<file path="src/hdl/assert_macros.svh">
// ----------------------------------------------------------------------------
// assert_macros.svh
// Concurrent assertion shorthands, clocked on clk and disabled in reset.
// ----------------------------------------------------------------------------
`ifndef ASSERT_MACROS_SVH
`define ASSERT_MACROS_SVH

// same-cycle implication
`define ASSERT_IMPL(lbl, ante, cons) \
  lbl: assert property (@(posedge clk) disable iff (rst) (ante) |-> (cons)) \
    else $error("assertion failed");

// next-cycle implication
`define ASSERT_NEXT(lbl, ante, cons) \
  lbl: assert property (@(posedge clk) disable iff (rst) (ante) |=> (cons)) \
    else $error("assertion failed");

`endif

</file>
<file path="src/hdl/irclp_pkg.sv">
`timescale 1ns / 1ps
// ----------------------------------------------------------------------------
// irclp_pkg
// Shared types, codes and match tables of the IRC line parser.
// ----------------------------------------------------------------------------
package irclp_pkg;

  localparam int LENGTH_BITS_DEF = 16;
  localparam int RFIFO_DEPTH     = 4;
  localparam int RFIFO_AW        = $clog2(RFIFO_DEPTH);

  localparam logic [1:0] KIND_NONE    = 2'd0;
  localparam logic [1:0] KIND_USER    = 2'd1;
  localparam logic [1:0] KIND_CONTENT = 2'd2;
  localparam logic [1:0] KIND_END     = 2'd3;

  localparam logic [1:0] MSG_IGNORED = 2'd0;
  localparam logic [1:0] MSG_PRIVMSG = 2'd1;
  localparam logic [1:0] MSG_PING    = 2'd2;

  localparam logic [7:0] CH_CR    = 8'h0D;
  localparam logic [7:0] CH_LF    = 8'h0A;
  localparam logic [7:0] CH_AT    = 8'h40;
  localparam logic [7:0] CH_COLON = 8'h3A;
  localparam logic [7:0] CH_BANG  = 8'h21;
  localparam logic [7:0] CH_SPACE = 8'h20;
  localparam logic [7:0] CH_SEMI  = 8'h3B;

  typedef struct packed {
    logic [1:0]  kind;
    logic [7:0]  out_byte;
    logic [1:0]  msg_type;
    logic        is_subscriber;
    logic [15:0] line_length;
    logic        last;
  } result_t;

  typedef struct packed {
    result_t r0;
    result_t r1;
    logic    two;
  } result_pair_t;

  // "badges="
  function automatic logic [7:0] key_char(input logic [2:0] i);
    case (i)
      3'd0:    key_char = "b";
      3'd1:    key_char = "a";
      3'd2:    key_char = "d";
      3'd3:    key_char = "g";
      3'd4:    key_char = "e";
      3'd5:    key_char = "s";
      3'd6:    key_char = "=";
      default: key_char = 8'h00;
    endcase
  endfunction

  // "subscriber"
  function automatic logic [7:0] sub_char(input logic [3:0] i);
    case (i)
      4'd0:    sub_char = "s";
      4'd1:    sub_char = "u";
      4'd2:    sub_char = "b";
      4'd3:    sub_char = "s";
      4'd4:    sub_char = "c";
      4'd5:    sub_char = "r";
      4'd6:    sub_char = "i";
      4'd7:    sub_char = "b";
      4'd8:    sub_char = "e";
      4'd9:    sub_char = "r";
      default: sub_char = 8'h00;
    endcase
  endfunction

  // "PRIVMSG"
  function automatic logic [7:0] priv_char(input logic [2:0] i);
    case (i)
      3'd0:    priv_char = "P";
      3'd1:    priv_char = "R";
      3'd2:    priv_char = "I";
      3'd3:    priv_char = "V";
      3'd4:    priv_char = "M";
      3'd5:    priv_char = "S";
      3'd6:    priv_char = "G";
      default: priv_char = 8'h00;
    endcase
  endfunction

  // "PING :"
  function automatic logic [7:0] ping_char(input logic [2:0] i);
    case (i)
      3'd0:    ping_char = "P";
      3'd1:    ping_char = "I";
      3'd2:    ping_char = "N";
      3'd3:    ping_char = "G";
      3'd4:    ping_char = " ";
      3'd5:    ping_char = ":";
      default: ping_char = 8'h00;
    endcase
  endfunction

endpackage

</file>
<file path="src/hdl/irclp_parser.sv">
`timescale 1ns / 1ps
// ----------------------------------------------------------------------------
// irclp_parser
// Per-line parse state; turns one byte into one or two result records.
// ----------------------------------------------------------------------------
module irclp_parser #(
  parameter int LENGTH_BITS = irclp_pkg::LENGTH_BITS_DEF
) (
  input  logic                  clk,
  input  logic                  rst,
  input  logic                  en,
  input  logic [7:0]            data_byte,
  output irclp_pkg::result_pair_t res
);
  import irclp_pkg::*;

  typedef enum logic [11:0] {
    PH_START      = 12'b000000000001,
    PH_TAGS       = 12'b000000000010,
    PH_AFTER_TAGS = 12'b000000000100,
    PH_USER       = 12'b000000001000,
    PH_PFX_SKIP   = 12'b000000010000,
    PH_CMD_FIRST  = 12'b000000100000,
    PH_CMD_P      = 12'b000001000000,
    PH_CMD_PRIV   = 12'b000010000000,
    PH_CMD_PING   = 12'b000100000000,
    PH_SKIP       = 12'b001000000000,
    PH_PRIV_WAIT  = 12'b010000000000,
    PH_CONTENT    = 12'b100000000000
  } phase_t;

  phase_t                 phase, phase_next;
  logic [2:0]             badge_key_match, badge_key_match_next;
  logic                   badge_seen, badge_seen_next;
  logic                   in_badge_value, in_badge_value_next;
  logic [3:0]             sub_word_match, sub_word_match_next;
  logic                   subscriber_flag, subscriber_flag_next;
  logic [2:0]             command_match, command_match_next;
  logic [1:0]             message_kind, message_kind_next;
  logic                   pending_cr, pending_cr_next;
  logic [LENGTH_BITS-1:0] byte_count, byte_count_next;
  logic [LENGTH_BITS-1:0] count_inc;

  logic                   do_body, do_tag, ended, em_cr, em_main;
  logic [1:0]             main_kind;
  logic [15:0]            len16;
  result_t                rec_cr, rec_main, rec_end, rec_none;

  assign count_inc = (byte_count != '1) ? byte_count + LENGTH_BITS'(1) : byte_count;

  always_comb begin
    phase_t     bph;
    logic [3:0] ms;
    logic [2:0] mk;
    phase_next           = phase;
    badge_key_match_next = badge_key_match;
    badge_seen_next      = badge_seen;
    in_badge_value_next  = in_badge_value;
    sub_word_match_next  = sub_word_match;
    subscriber_flag_next = subscriber_flag;
    command_match_next   = command_match;
    message_kind_next    = message_kind;
    pending_cr_next      = pending_cr;
    do_body   = 1'b0;
    do_tag    = 1'b0;
    ended     = 1'b0;
    em_cr     = 1'b0;
    em_main   = 1'b0;
    main_kind = KIND_NONE;
    ms        = '0;
    mk        = '0;

    byte_count_next = count_inc;

    case (phase)
      PH_START: begin
        if (data_byte == CH_AT) phase_next = PH_TAGS;
        else if (data_byte == CH_COLON) phase_next = PH_USER;
        else begin
          phase_next = PH_CMD_FIRST;
          do_body    = 1'b1;
        end
      end
      PH_TAGS: begin
        if (data_byte == CH_SPACE) phase_next = PH_AFTER_TAGS;
        else do_tag = 1'b1;
      end
      PH_AFTER_TAGS: begin
        if (data_byte == CH_COLON) phase_next = PH_USER;
        else begin
          phase_next = PH_CMD_FIRST;
          do_body    = 1'b1;
        end
      end
      PH_USER: begin
        if (data_byte == CH_BANG) phase_next = PH_PFX_SKIP;
        else if (data_byte == CH_SPACE) phase_next = PH_CMD_FIRST;
        else begin
          em_main   = 1'b1;
          main_kind = KIND_USER;
        end
      end
      PH_PFX_SKIP: begin
        if (data_byte == CH_SPACE) phase_next = PH_CMD_FIRST;
      end
      PH_CMD_FIRST, PH_CMD_P, PH_CMD_PRIV, PH_CMD_PING,
      PH_SKIP, PH_PRIV_WAIT, PH_CONTENT: begin
        do_body = 1'b1;
      end
      default: phase_next = PH_START;
    endcase

    // tag section: badges key and subscriber word search
    if (do_tag) begin
      if (in_badge_value) begin
        if (data_byte == CH_SEMI) in_badge_value_next = 1'b0;
        else if (!subscriber_flag) begin
          ms = (sub_word_match > 4'd9) ? 4'd0 : sub_word_match;
          if (data_byte == sub_char(ms)) ms = ms + 4'd1;
          else if (ms == 4'd4 && data_byte == "u") ms = 4'd2;
          else ms = (data_byte == "s") ? 4'd1 : 4'd0;
          if (ms == 4'd10) begin
            subscriber_flag_next = 1'b1;
            ms = 4'd0;
          end
          sub_word_match_next = ms;
        end
      end else if (!badge_seen) begin
        mk = (badge_key_match > 3'd6) ? 3'd0 : badge_key_match;
        if (data_byte == key_char(mk)) mk = mk + 3'd1;
        else mk = (data_byte == "b") ? 3'd1 : 3'd0;
        if (mk == 3'd7) begin
          badge_seen_next     = 1'b1;
          in_badge_value_next = 1'b1;
          mk = 3'd0;
        end
        badge_key_match_next = mk;
      end
    end

    // command and content part
    bph = phase_next;
    if (do_body) begin
      if (pending_cr) begin
        if (data_byte == CH_LF) ended = 1'b1;
        else begin
          pending_cr_next = 1'b0;
          if (bph == PH_CONTENT) em_cr = 1'b1;
        end
      end
      if (!ended) begin
        if (data_byte == CH_CR) begin
          pending_cr_next = 1'b1;
          if (!(bph inside {PH_CONTENT, PH_PRIV_WAIT})) phase_next = PH_SKIP;
        end else begin
          case (bph)
            PH_CMD_FIRST: phase_next = (data_byte == "P") ? PH_CMD_P : PH_SKIP;
            PH_CMD_P: begin
              if (data_byte == "R") begin
                phase_next         = PH_CMD_PRIV;
                command_match_next = 3'd2;
              end else if (data_byte == "I") begin
                phase_next         = PH_CMD_PING;
                command_match_next = 3'd2;
              end else phase_next = PH_SKIP;
            end
            PH_CMD_PRIV: begin
              if (command_match < 3'd7 && data_byte == priv_char(command_match)) begin
                command_match_next = command_match + 3'd1;
                if (command_match == 3'd6) begin
                  phase_next        = PH_PRIV_WAIT;
                  message_kind_next = MSG_PRIVMSG;
                end
              end else phase_next = PH_SKIP;
            end
            PH_CMD_PING: begin
              if (command_match < 3'd6 && data_byte == ping_char(command_match)) begin
                command_match_next = command_match + 3'd1;
                if (command_match == 3'd5) begin
                  phase_next        = PH_CONTENT;
                  message_kind_next = MSG_PING;
                end
              end else phase_next = PH_SKIP;
            end
            PH_PRIV_WAIT: begin
              if (data_byte == CH_COLON) phase_next = PH_CONTENT;
            end
            PH_CONTENT: begin
              em_main   = 1'b1;
              main_kind = KIND_CONTENT;
            end
            default: ;
          endcase
        end
      end
    end

    // end of line: back to the start-of-line state
    if (ended) begin
      phase_next           = PH_START;
      badge_key_match_next = '0;
      badge_seen_next      = 1'b0;
      in_badge_value_next  = 1'b0;
      sub_word_match_next  = '0;
      subscriber_flag_next = 1'b0;
      command_match_next   = '0;
      message_kind_next    = MSG_IGNORED;
      pending_cr_next      = 1'b0;
      byte_count_next      = '0;
    end
  end

  assign len16 = (32'(count_inc) > 32'(16'hFFFF)) ? 16'hFFFF : 16'(count_inc);

  always_comb begin
    rec_none = '0;
    rec_cr   = '0;
    rec_cr.kind     = KIND_CONTENT;
    rec_cr.out_byte = CH_CR;
    rec_main = '0;
    rec_main.kind     = main_kind;
    rec_main.out_byte = data_byte;
    rec_end = '0;
    rec_end.kind          = KIND_END;
    rec_end.msg_type      = message_kind;
    rec_end.is_subscriber = subscriber_flag;
    // line length uses the count before the end-of-line clear
    rec_end.line_length   = len16;

    res.two = em_cr && em_main;
    if (em_cr)        res.r0 = rec_cr;
    else if (em_main) res.r0 = rec_main;
    else if (ended)   res.r0 = rec_end;
    else              res.r0 = rec_none;
    res.r0.last = !(em_cr && em_main);
    res.r1      = rec_main;
    res.r1.last = 1'b1;
  end

  always_ff @(posedge clk) begin
    if (rst) begin
      phase           <= PH_START;
      badge_key_match <= '0;
      badge_seen      <= 1'b0;
      in_badge_value  <= 1'b0;
      sub_word_match  <= '0;
      subscriber_flag <= 1'b0;
      command_match   <= '0;
      message_kind    <= MSG_IGNORED;
      pending_cr      <= 1'b0;
      byte_count      <= '0;
    end else if (en) begin
      phase           <= phase_next;
      badge_key_match <= badge_key_match_next;
      badge_seen      <= badge_seen_next;
      in_badge_value  <= in_badge_value_next;
      sub_word_match  <= sub_word_match_next;
      subscriber_flag <= subscriber_flag_next;
      command_match   <= command_match_next;
      message_kind    <= message_kind_next;
      pending_cr      <= pending_cr_next;
      byte_count      <= byte_count_next;
    end
  end

endmodule

</file>
<file path="src/hdl/irclp_rfifo.sv">
`timescale 1ns / 1ps
// ----------------------------------------------------------------------------
// irclp_rfifo
// Small result queue; takes one or two records a cycle, gives one.
// ----------------------------------------------------------------------------
module irclp_rfifo (
  input  logic                    clk,
  input  logic                    rst,
  input  logic                    push,
  input  irclp_pkg::result_pair_t din,
  input  logic                    pop,
  output irclp_pkg::result_t      head,
  output logic                    not_empty,
  output logic                    room2
);
  import irclp_pkg::*;

  result_t              slots [RFIFO_DEPTH];
  logic [RFIFO_AW-1:0]  wptr, rptr;
  logic [RFIFO_AW:0]    count;
  logic [RFIFO_AW:0]    n_push;

  assign n_push    = push ? (din.two ? (RFIFO_AW+1)'(2) : (RFIFO_AW+1)'(1)) : '0;
  assign head      = slots[rptr];
  assign not_empty = (count != '0);
  assign room2     = (count <= (RFIFO_AW+1)'(RFIFO_DEPTH - 2));

  always_ff @(posedge clk) begin
    if (push) begin
      slots[wptr] <= din.r0;
      if (din.two) slots[wptr + RFIFO_AW'(1)] <= din.r1;
    end
  end

  always_ff @(posedge clk) begin
    if (rst) begin
      wptr  <= '0;
      rptr  <= '0;
      count <= '0;
    end else begin
      wptr  <= wptr + n_push[RFIFO_AW-1:0];
      rptr  <= rptr + RFIFO_AW'(pop);
      count <= count + n_push - (RFIFO_AW+1)'(pop);
    end
  end

endmodule

</file>
<file path="src/hdl/irc_line_parser_top.sv">
`timescale 1ns / 1ps
// ----------------------------------------------------------------------------
// irc_line_parser_top
// IRC line parser: one text byte in, user/content/end records out.
// ----------------------------------------------------------------------------
//  channel | direction | handshake           | payload
//  --------+-----------+---------------------+----------------------------------
//  in      | input     | in_valid / in_stall | data_byte
//  out     | output    | out_valid/out_stall | kind, out_byte, msg_type,
//          |           |                     | is_subscriber, line_length, last
//
// One byte per cycle sustained while in_stall stays low: a registered byte is parsed
// into a four-word result queue. A byte other than CR or LF after a held CR in
// content gives two words, so such a byte takes two queue slots.
// Synchronous reset returns the parser to start of line and empties the queue.
// in_stall rises while a byte is held and the queue has fewer than two free slots.
// ----------------------------------------------------------------------------
`include "assert_macros.svh"

module irc_line_parser_top #(
  parameter int LENGTH_BITS = irclp_pkg::LENGTH_BITS_DEF
) (
  input  logic        clk,
  input  logic        rst,
  input  logic        in_valid,
  output logic        in_stall,
  input  logic [7:0]  data_byte,
  output logic        out_valid,
  input  logic        out_stall,
  output logic [1:0]  kind,
  output logic [7:0]  out_byte,
  output logic [1:0]  msg_type,
  output logic        is_subscriber,
  output logic [15:0] line_length,
  output logic        last
);
  import irclp_pkg::*;

  logic         in_full;
  logic [7:0]   in_byte;
  logic         process, room2, not_empty, pop, in_acc;
  result_pair_t res;
  result_t      head;

  assign process  = in_full && room2;
  assign in_stall = in_full && !room2;
  assign in_acc   = in_valid && !in_stall;

  always_ff @(posedge clk) begin
    if (rst) in_full <= 1'b0;
    else     in_full <= in_acc || (in_full && !process);
  end

  always_ff @(posedge clk) begin
    if (in_acc) in_byte <= data_byte;
  end

  irclp_parser #(.LENGTH_BITS(LENGTH_BITS)) u_parser (
    .clk       (clk),
    .rst       (rst),
    .en        (process),
    .data_byte (in_byte),
    .res       (res)
  );

  irclp_rfifo u_rfifo (
    .clk       (clk),
    .rst       (rst),
    .push      (process),
    .din       (res),
    .pop       (pop),
    .head      (head),
    .not_empty (not_empty),
    .room2     (room2)
  );

  assign out_valid     = not_empty;
  assign pop           = not_empty && !out_stall;
  assign kind          = head.kind;
  assign out_byte      = head.out_byte;
  assign msg_type      = head.msg_type;
  assign is_subscriber = head.is_subscriber;
  assign line_length   = head.line_length;
  assign last          = head.last;

  `ASSERT_IMPL(a_stall_only_when_held, in_stall, in_full)
  `ASSERT_IMPL(a_pair_starts_with_cr, process && res.two,
               res.r0.kind == KIND_CONTENT && res.r0.out_byte == CH_CR && !res.r0.last)
  `ASSERT_IMPL(a_end_is_last, out_valid && kind == KIND_END, last)
  `ASSERT_NEXT(a_process_fills_queue, process, out_valid)

endmodule
</file>
<file path="config.mk">
export PLATFORM = sky130hd
export DESIGN_NAME = irc_line_parser_top
export DESIGN_NICKNAME = d
export VERILOG_FILES = /design/src/hdl/irclp_pkg.sv /design/src/hdl/irclp_parser.sv /design/src/hdl/irclp_rfifo.sv /design/src/hdl/irc_line_parser_top.sv
export VERILOG_INCLUDE_DIRS = /design/src /design/src/hdl
export SDC_FILE = /design/constraint.sdc
export NUM_CORES = 1
export LEC_CHECK = 0
export BUFFER_PORTS_ARGS = -buffer_cell sky130_fd_sc_hd__buf_2
export CAP_MARGIN = 25
export CORE_AREA = 2 2 171 106
export CTS_BUF_LIST = sky130_fd_sc_hd__clkbuf_8
export DETAILED_ROUTE_END_ITERATION = 12
export DIE_AREA = 0 0 173 108
export PLACE_DENSITY = 0.77
export SLEW_MARGIN = 15
export SYNTH_ARGS = -nofsm -noshare
export SYNTH_HDL_FRONTEND = slang
export SYNTH_SLANG_ARGS = --single-unit
export TNS_END_PERCENT = 5
</file>
<file path="constraint.sdc">
create_clock -name clk -period 8 [get_ports clk]
set_input_delay 0.8 -clock clk [delete_from_list [all_inputs] [get_ports clk]]
set_output_delay 0.8 -clock clk [all_outputs]
set_load 0.03 [all_outputs]
</file>
==> results.toml, run 1 <==
[clock_tree]
clkTransAtPathRegs_ns = 0.11
cts.path.max_buffers = 2
holdBufCountCts = 0
cts_made_buffers = 17
clockRootBuffer = "clkbuf_8"
cts_tree = "yes"
cts_setup_buffers = 0
cts.sinks = 180
cts_resized = 0
insertion_delay_ns = 0.48
ctsHtreeMaxLevel = 4

[sta]
slew_viol_final = 0
tns_ns = 0
hold_violations = 0
setup_viol = 0
rsz0062_at_grt = "false"
worst_pin_slew_ns = 1.07
slew-limit-headroom_pct = 28.1
max_freq_mhz = 256
fin_crit_ns = 3.91
setup_ws_ns = 4.09
clock_skew_ns = 0.0209
period_share_pct = 48.9

[cells_and_area]
antenna_cells = 0
fin_util_pct = 63.7
drive_above_1_share_pct = 12.8
areaGrowthSynthToFinish_pct = 6.93
nets = 1199

[global_route]
grt_overflow = 0
grt_pass1_vias = 8149
grt_pass1_wl_um = 45100
grt_max_degree = 59
grt_usage_pct = 30.9
antenna_found_initial = 0

[die]
ios = 44
initial_core_util_pct = 59.6
die-area_sq_um = 18700
die_h_um = 108
dieWidth_um = 173
coreArea_sq_um = 16900
rows = 37

[yosys]
synth_top_area_share_pct = 26.2
syn-num-nets = 1210
syn-cell-area_sq_um = 10100
synth.distinct_cells = 77
ys_async_sr_fraction_pct = 0
synthTopCellsByCount = "nand2_1 (198), dfxtp_1 (132), a21oi_1 (128)"
yosysSeqAreaShare_pct = 40.4
syn_avg_cell_area_sq_um = 8.59
yosys_most_used_dff = "dfxtp_1"
synth.most_common_cell = "nand2_1"
postSynthCellCount = 1176
ys_ff_latch = 180
synth_warnings = 0
synth_area_leaders = "dfxtp_1 (26%), edfxtp_1 (14%), nand2_1 (7.4%)"
synth_edf_count = 48
yosysTopAreaCell = "dfxtp_1"

[drt]
antenna_left = 0
firstDrtPassIters = 6
wl_um = 28300
dr_total_vias = 9084
routedWlPerCell_um = 20.0
drc = 0
vias_per_cell = 6.44
drt_iter0_drc = 1318

[run]
cap_violations = 0

[power_and_ir_drop]
ir_drop_v = 0.000160
power_density_nw_per_um2 = 192
leakagePower_nw = 3.94
total_power_mw = 2.08

[setup_path]
critPathKind = "reg2reg"
critical_path.startpoint_type = "register"
cp-end-kind = "register"
worst_ep_arrival_time_ns = 4.25
required_ns = 8.35
worstPathMaxFanout = 23

[place]
numPortBuffers = 43
dp_hpwl_um = 20000
place_congestion = 1.00
post-place-ws_ns = 4.26

[outcome]
outcome = "finished clean"

[worst_hold_path]
hold_path.class = "reg2reg"
[final timing paths]
check / startpoint / endpoint / slack, ns / cells after the start
max reg2reg: in_byte[4] / u_rfifo.count[2] / 4.09 / 11
min: u_rfifo.slots[1][2] / u_rfifo.slots[1][2] / 0.46 / 2
min reg2reg: u_rfifo.slots[1][2] / u_rfifo.slots[1][2] / 0.46 / 2
max: in_byte[4] / u_rfifo.count[2] / 4.09 / 11
[per-layer routing]
layer	vias up	wire (um)	GRT usage [%]
li1	4236	-	-
met4	2	238	6.17
met2	537	10800	40.2
met5	-	35	1.30
met3	35	3800	9.77
met1	4274	13400	49.1
[power breakdown]
part	switching [mW]	total [mW]	internal (mW)	leakage [nW]
Sequential	0.0740	1.04	0.967	1.57
Clock	0.373	0.610	0.237	0.192
Combinational	0.261	0.426	0.165	2.18
[critical path: stages, from the launching register on]
cell and delay (ns):
edfxtp_1 0.71, nor3_1 0.54, nand3_1 0.17, o211ai_1 0.66
o21ai_0 0.38, a21oi_1 0.32, ha_1 0.19, inv_1 0.05
fa_1 0.38, xnor2_1 0.18, xnor2_1 0.14, nor2_1 0.06
[logic make-up (layout without fill, tap and decap cells)]
group / Yosys count / after routing / synth area share, %
compound gates: 265 / 265 / 15.9
xor+xnor: 29 / 29 / 2.51
fa+ha+maj: 22 / 22 / 2.80
buf+inv: 112 / 113 / 4.40
flops: 180 / 180 / 40.4
mux: 41 / 41 / 7.83
simple gates: 527 / 527 / 26.1
[through the flow]
| step | cells | hold WS (ns) | cell area [sq um] |
|---|---|---|---|
| final | 1411 | 0.456 | 10800 |
| after floorplan | 1176 | 0.429 | 10100 |
| after global placement | 1377 | 0.436 | 10400 |
| after global routing | 1411 | 0.470 | 10800 |
| after detailed placement | 1378 | 0.441 | 10400 |
| after CTS | 1409 | 0.456 | 10800 |
[flip-flops by register name (all words and copies together), names as in the netlist]
register	count
u_parser.command_match	3
u_parser.in_badge_value	1
in_byte	8
u_rfifo.wptr	2
u_parser.badge_key_match	3
u_parser.byte_count	16
u_parser.phase	12
u_rfifo.rptr	2
u_parser.badge_seen	1
u_parser.sub_word_match	4
u_parser.pending_cr	1
u_rfifo.slots	120
u_parser.message_kind	2
u_parser.subscriber_flag	1
u_rfifo.count	3
in_full	1
[cells in the final DEF (no fill, tap or decap), types with 23 or more instances in the layout]
master,instances
nor3_1,27
a21oi_1,128
nor2_1,75
o21ai_0,49
and3_1,39
mux4_2,30
nand3_1,42
buf_2,43
nand2_1,198
dfxtp_1,130
inv_1,23
edfxtp_1,48
[layout make-up]
type	count	area (sq um)
clock buffers	18	248
clock inverters	13	135
fillers	1432	6140
inverters	23	86.3
multi-input cells	884	5590
flip-flops and latches	180	4090
well taps	234	293
repair buffers	59	359
(Power assumes the default switching activity.)
==> run 2, diff against run 1 <==
==> constraint.sdc (replaced) <==
create_clock -name clk -period 3.6 [get_ports clk]
set_input_delay 0.36 -clock clk [delete_from_list [all_inputs] [get_ports clk]]
set_output_delay 0.36 -clock clk [all_outputs]
set_load 0.03 [all_outputs]
==> results.toml, run 2 (synthesis results as in run 1) <==
[global_route]
grt_overflow = 0
grtUsageMet2_pct = 42.4
grt_pass1_vias = 8253
use_met3_pct = 7.59
use_met1_pct = 47.2
top_usage_layer = "met1"
grt_pass1_wl_um = 44900
grt_max_degree = 31
grt_usage_pct = 30.6
antenna_found_initial = 0

[setup_path]
cp-startpoint = "u_parser.command_match[1]"
worstPathMaxFanout = 15
critPathKind = "reg2reg"
r2r-start = "u_parser.command_match[1]"
worst_ep_arrival_time_ns = 3.78
required_ns = 3.97
cp-end-kind = "register"
critical_path.startpoint_type = "register"

[clock_tree]
cts_made_buffers = 17
cts.path.max_buffers = 2
ctsHtreeMaxLevel = 4
cts_setup_buffers = 0
insertion_delay_ns = 0.48
cts_tree = "yes"
clockRootBuffer = "clkbuf_8"
cts_resized = 0
holdBufCountCts = 0
clkTransAtPathRegs_ns = 0.10
cts.sinks = 180

[die]
dieWidth_um = 173
initial_core_util_pct = 59.6
coreArea_sq_um = 16900
die_h_um = 108
die-area_sq_um = 18700
rows = 37
ios = 44

[sta]
setup_viol = 0
slew_viol_final = 0
period_share_pct = 94.7
slew-limit-headroom_pct = 38.0
worst_pin_slew_ns = 0.931
max_freq_mhz = 293
tns_ns = 0
rsz0062_at_grt = "false"
clock_skew_ns = 0.0203
hold_violations = 0
fin_crit_ns = 3.41

[cells_and_area]
drive_above_1_share_pct = 15.2
largestRegisters = "u_rfifo.slots (120), u_parser.byte_count (16), u_parser.phase (12)"
nets = 1233
antenna_cells = 0
register_area_sq_um = 4090
n_fill_cell = 1458
final_common_cell = "nand2_1"
multiInputGateArea_sq_um = 5590
largest_reg_flops = 120
final_cell_mix = "nand2_1 (198), dfxtp_1 (130), a21oi_1 (128)"
areaGrowthSynthToFinish_pct = 9.60
fin_area_sq_um = 11100
regMostFlops = "u_rfifo.slots"
layoutNonFillerInstCount = 1445
fin_util_pct = 65.3

[power_and_ir_drop]
ir_drop_v = 0.000275
power_density_nw_per_um2 = 435
total_power_mw = 4.82
leakagePower_nw = 4.13

[worst_hold_path]
hp-start = "data_byte[4]"
hold_path.class = "in2reg"

[drt]
drt_iter0_drc = 1357
dr_total_vias = 9238
vias_per_cell = 6.39
drc = 0
firstDrtPassIters = 6
antenna_left = 0
routedWlPerCell_um = 19.4
wl_um = 28000

[place]
dp_cells = 1414
numPortBuffers = 43
dp_hpwl_um = 20000
dpl_cell_area_sq_um = 10600
place_congestion = 0.992

[outcome]
outcome = "finished clean"

[run]
cap_violations = 0
## run 2: cell types whose count changed in the layout (fill, tap and decap cells not counted)
| cell | delta |
|---|---|
| buf_6 | -1 |
| buf_8 | -1 |
| bufinv_16 | +3 |
| inv_1 | +1 |
| clkinv_8 | -1 |
| buf_4 | +37 |
| buf_12 | -1 |
| inv_4 | +2 |
| inv_8 | -3 |
| inv_6 | +1 |
| clkinv_4 | -3 |
## run 2: critical path, stage by stage, from the launching register on
cell     delay (ns)
dfxtp_1        0.42
inv_1          0.13
ha_1           0.39
or4_1          0.52
o32ai_1        0.13
a41oi_1        0.07
nor4_1         0.57
nor2_1         0.15
or4b_4         0.59
mux2_1         0.33
## run 2: cell type report
type	instances	share of cell area, %
multi-input cells	884	50.5
flip-flops and latches	180	36.9
repair buffers	93	5.34
well taps	234	2.64
clock buffers	18	2.24
clock inverters	13	1.57
inverters	23	0.780
## run 2: power breakdown
part	leakage, nW	switching, mW	internal (mW)
clock network	0.215	0.780	0.715
registers	1.57	0.149	2.15
logic	2.35	0.627	0.402
## run 2: path summary, 6_finish.rpt
| check | end | slack, ns | cells past startpoint |
|---|---|---|---|
| setup / recovery | u_parser.command_match[0] | 0.19 | 9 |
| hold / removal | in_byte[4] | 0.05 | 1 |
| setup reg to reg | u_parser.command_match[0] | 0.19 | 9 |
| hold reg to reg | u_rfifo.slots[3][6] | 0.45 | 2 |
## run 2: metal layers
| layer | share of wire, % | vias to the layer above |
|---|---|---|
| met5 | 0 | - |
| met4 | 1.2 | 0 |
| met3 | 12 | 38 |
| met2 | 40 | 563 |
| met1 | 47 | 4347 |
| li1 | - | 4290 |
## run 2: per-stage QoR
| stage | worst slack [ns] | hold slack, ns |
|---|---|---|
| after floorplan | 0.378 | 0.429 |
| after global placement | 0.372 | 0.436 |
| after detailed placement | 0.286 | 0.441 |
| after CTS | 0.280 | 0.0316 |
| after global routing | 0.00713 | 0.0261 |
| final | 0.190 | 0.0484 |
==> run 3, diff against run 2 <==
--- a/config.mk
+++ b/config.mk
@@ -6,13 +6,13 @@
 export SDC_FILE = /design/constraint.sdc
 export NUM_CORES = 1
 export LEC_CHECK = 0
+export ABC_AREA = 0
 export BUFFER_PORTS_ARGS = -buffer_cell sky130_fd_sc_hd__buf_2
 export CAP_MARGIN = 25
-export CORE_AREA = 2 2 171 106
+export CORE_AREA = 2 2 197 122
 export CTS_BUF_LIST = sky130_fd_sc_hd__clkbuf_8
 export DETAILED_ROUTE_END_ITERATION = 12
-export DIE_AREA = 0 0 173 108
-export PLACE_DENSITY = 0.77
+export DIE_AREA = 0 0 199 124
 export SLEW_MARGIN = 15
 export SYNTH_ARGS = -nofsm -noshare
 export SYNTH_HDL_FRONTEND = slang
==> results.toml, run 3 (synthesis results as in run 1) <==
[global_route]
grt_pass1_wl_um = 45700
antenna_found_initial = 0
grt_overflow = 0
grt_max_degree = 32
grt_pass1_vias = 8089
grt_usage_pct = 24.3

[sta]
fin_crit_ns = 3.37
setup_viol = 0
slew-limit-headroom_pct = 36.4
max_freq_mhz = 297
tns_ns = 0
clock_skew_ns = 0.0196
worst_pin_slew_ns = 0.953
period_share_pct = 93.6
slew_viol_final = 0
hold_violations = 0
rsz0062_at_grt = "false"

[setup_path]
required_ns = 3.97
cp-end-kind = "register"
worst_ep_arrival_time_ns = 3.74
critical_path.startpoint_type = "register"
worstPathMaxFanout = 15
critPathKind = "reg2reg"

[cells_and_area]
largestRegisters = "u_rfifo.slots (120), u_parser.byte_count (16), u_parser.phase (12)"
fin_area_sq_um = 11100
largest_reg_flops = 120
final_cell_mix = "nand2_1 (198), dfxtp_1 (130), a21oi_1 (128)"
antenna_cells = 0
drive_above_1_share_pct = 14.8
final_common_cell = "nand2_1"
regMostFlops = "u_rfifo.slots"
nets = 1235
areaGrowthSynthToFinish_pct = 9.82

[clock_tree]
ctsHtreeMaxLevel = 4
cts_tree = "yes"
cts.sinks = 180
clockRootBuffer = "clkbuf_8"
cts_made_buffers = 17
clkTransAtPathRegs_ns = 0.10
cts_setup_buffers = 0
insertion_delay_ns = 0.48
holdBufCountCts = 0
cts_resized = 0
cts.path.max_buffers = 2

[outcome]
outcome = "finished clean"

[drt]
antenna_left = 0
drc = 0
dr_total_vias = 8975
vias_per_cell = 5.88
top_layer = "met4"
routed-wl-met3_um = 2430
drt_iter0_drc = 977
routedWlPerCell_um = 19.1
firstDrtPassIters = 5
wl_met1_um = 15000
wl_um = 29200
wl_met2_um = 11500

[place]
numPortBuffers = 43
dp_hpwl_um = 21000
place_congestion = 0.959
dpl_cell_area_sq_um = 10800

[run]
cap_violations = 0

[die]
coreArea_sq_um = 22800
rows = 43
dieWidth_um = 199
die-area_sq_um = 24700
ios = 44
die_h_um = 124
initial_core_util_pct = 44.4

[worst_hold_path]
hold_path.class = "in2reg"

[power_and_ir_drop]
power_density_nw_per_um2 = 411
leakagePower_nw = 4.11
ir_drop_v = 0.000233
[run 3: cell types whose count changed in the layout (fill, tap and decap cells not counted), sizes merged]
cell	change
buf	+2
bufinv	-2
[run 3: final cells by class]
type,count,area [sq um]
clock inverters,11,80.1
clock buffers,18,248
multi-input cells,884,5590
well taps,315,394
fillers,2222,11700
flip-flops and latches,180,4090
repair buffers,95,606
inverters,23,86.3
[run 3: worst paths after layout]
check | to | startpoint | depth (start not counted) | slack, ns
max | u_parser.command_match[0] | u_parser.command_match[1] | 9 | 0.23
min | in_byte[4] | data_byte[4] | 1 | 0.05
max reg2reg | u_parser.command_match[0] | u_parser.command_match[1] | 9 | 0.23
min reg2reg | u_rfifo.slots[2][2] | u_rfifo.slots[2][2] | 2 | 0.45
[run 3: worst max-delay path, stage by stage (launching register included)]
cell and delay, ns:
dfxtp_1 0.44, inv_1 0.12, ha_1 0.38, or4_1 0.52, o32ai_1 0.15, a41oi_1 0.07
nor4_1 0.51, nor2_1 0.15, or4b_4 0.58, mux2_1 0.33
[run 3: stage by stage]
| stage | power (mW) | hold WS (ns) | std cells | utilization (%) | setup WS (ns) |
|---|---|---|---|---|---|
| after global routing | 4.79 | 0.0208 | 1526 | 48.7 | 0.0147 |
| after floorplan | 3.02 | 0.429 | 1176 | - | 0.378 |
| after detailed placement | 3.35 | 0.442 | 1497 | 47.3 | 0.317 |
| after CTS | 4.59 | 0.0242 | 1526 | 48.7 | 0.273 |
| after global placement | 3.35 | 0.437 | 1497 | 47.3 | 0.388 |
| final | 4.56 | 0.0466 | 1526 | 48.7 | 0.232 |
[run 3: report_power, final]
group / switching, mW / internal, mW
Combinational: 0.628 / 0.403
Sequential: 0.130 / 2.15
Clock: 0.712 / 0.538
[run 3: layer usage]
layer | vias to the layer above | GRT usage (%)
met3 | 24 | 5.06
met5 | - | 0
met4 | 0 | 5.04
met2 | 329 | 33.0
li1 | 4306 | -
met1 | 4316 | 38.7
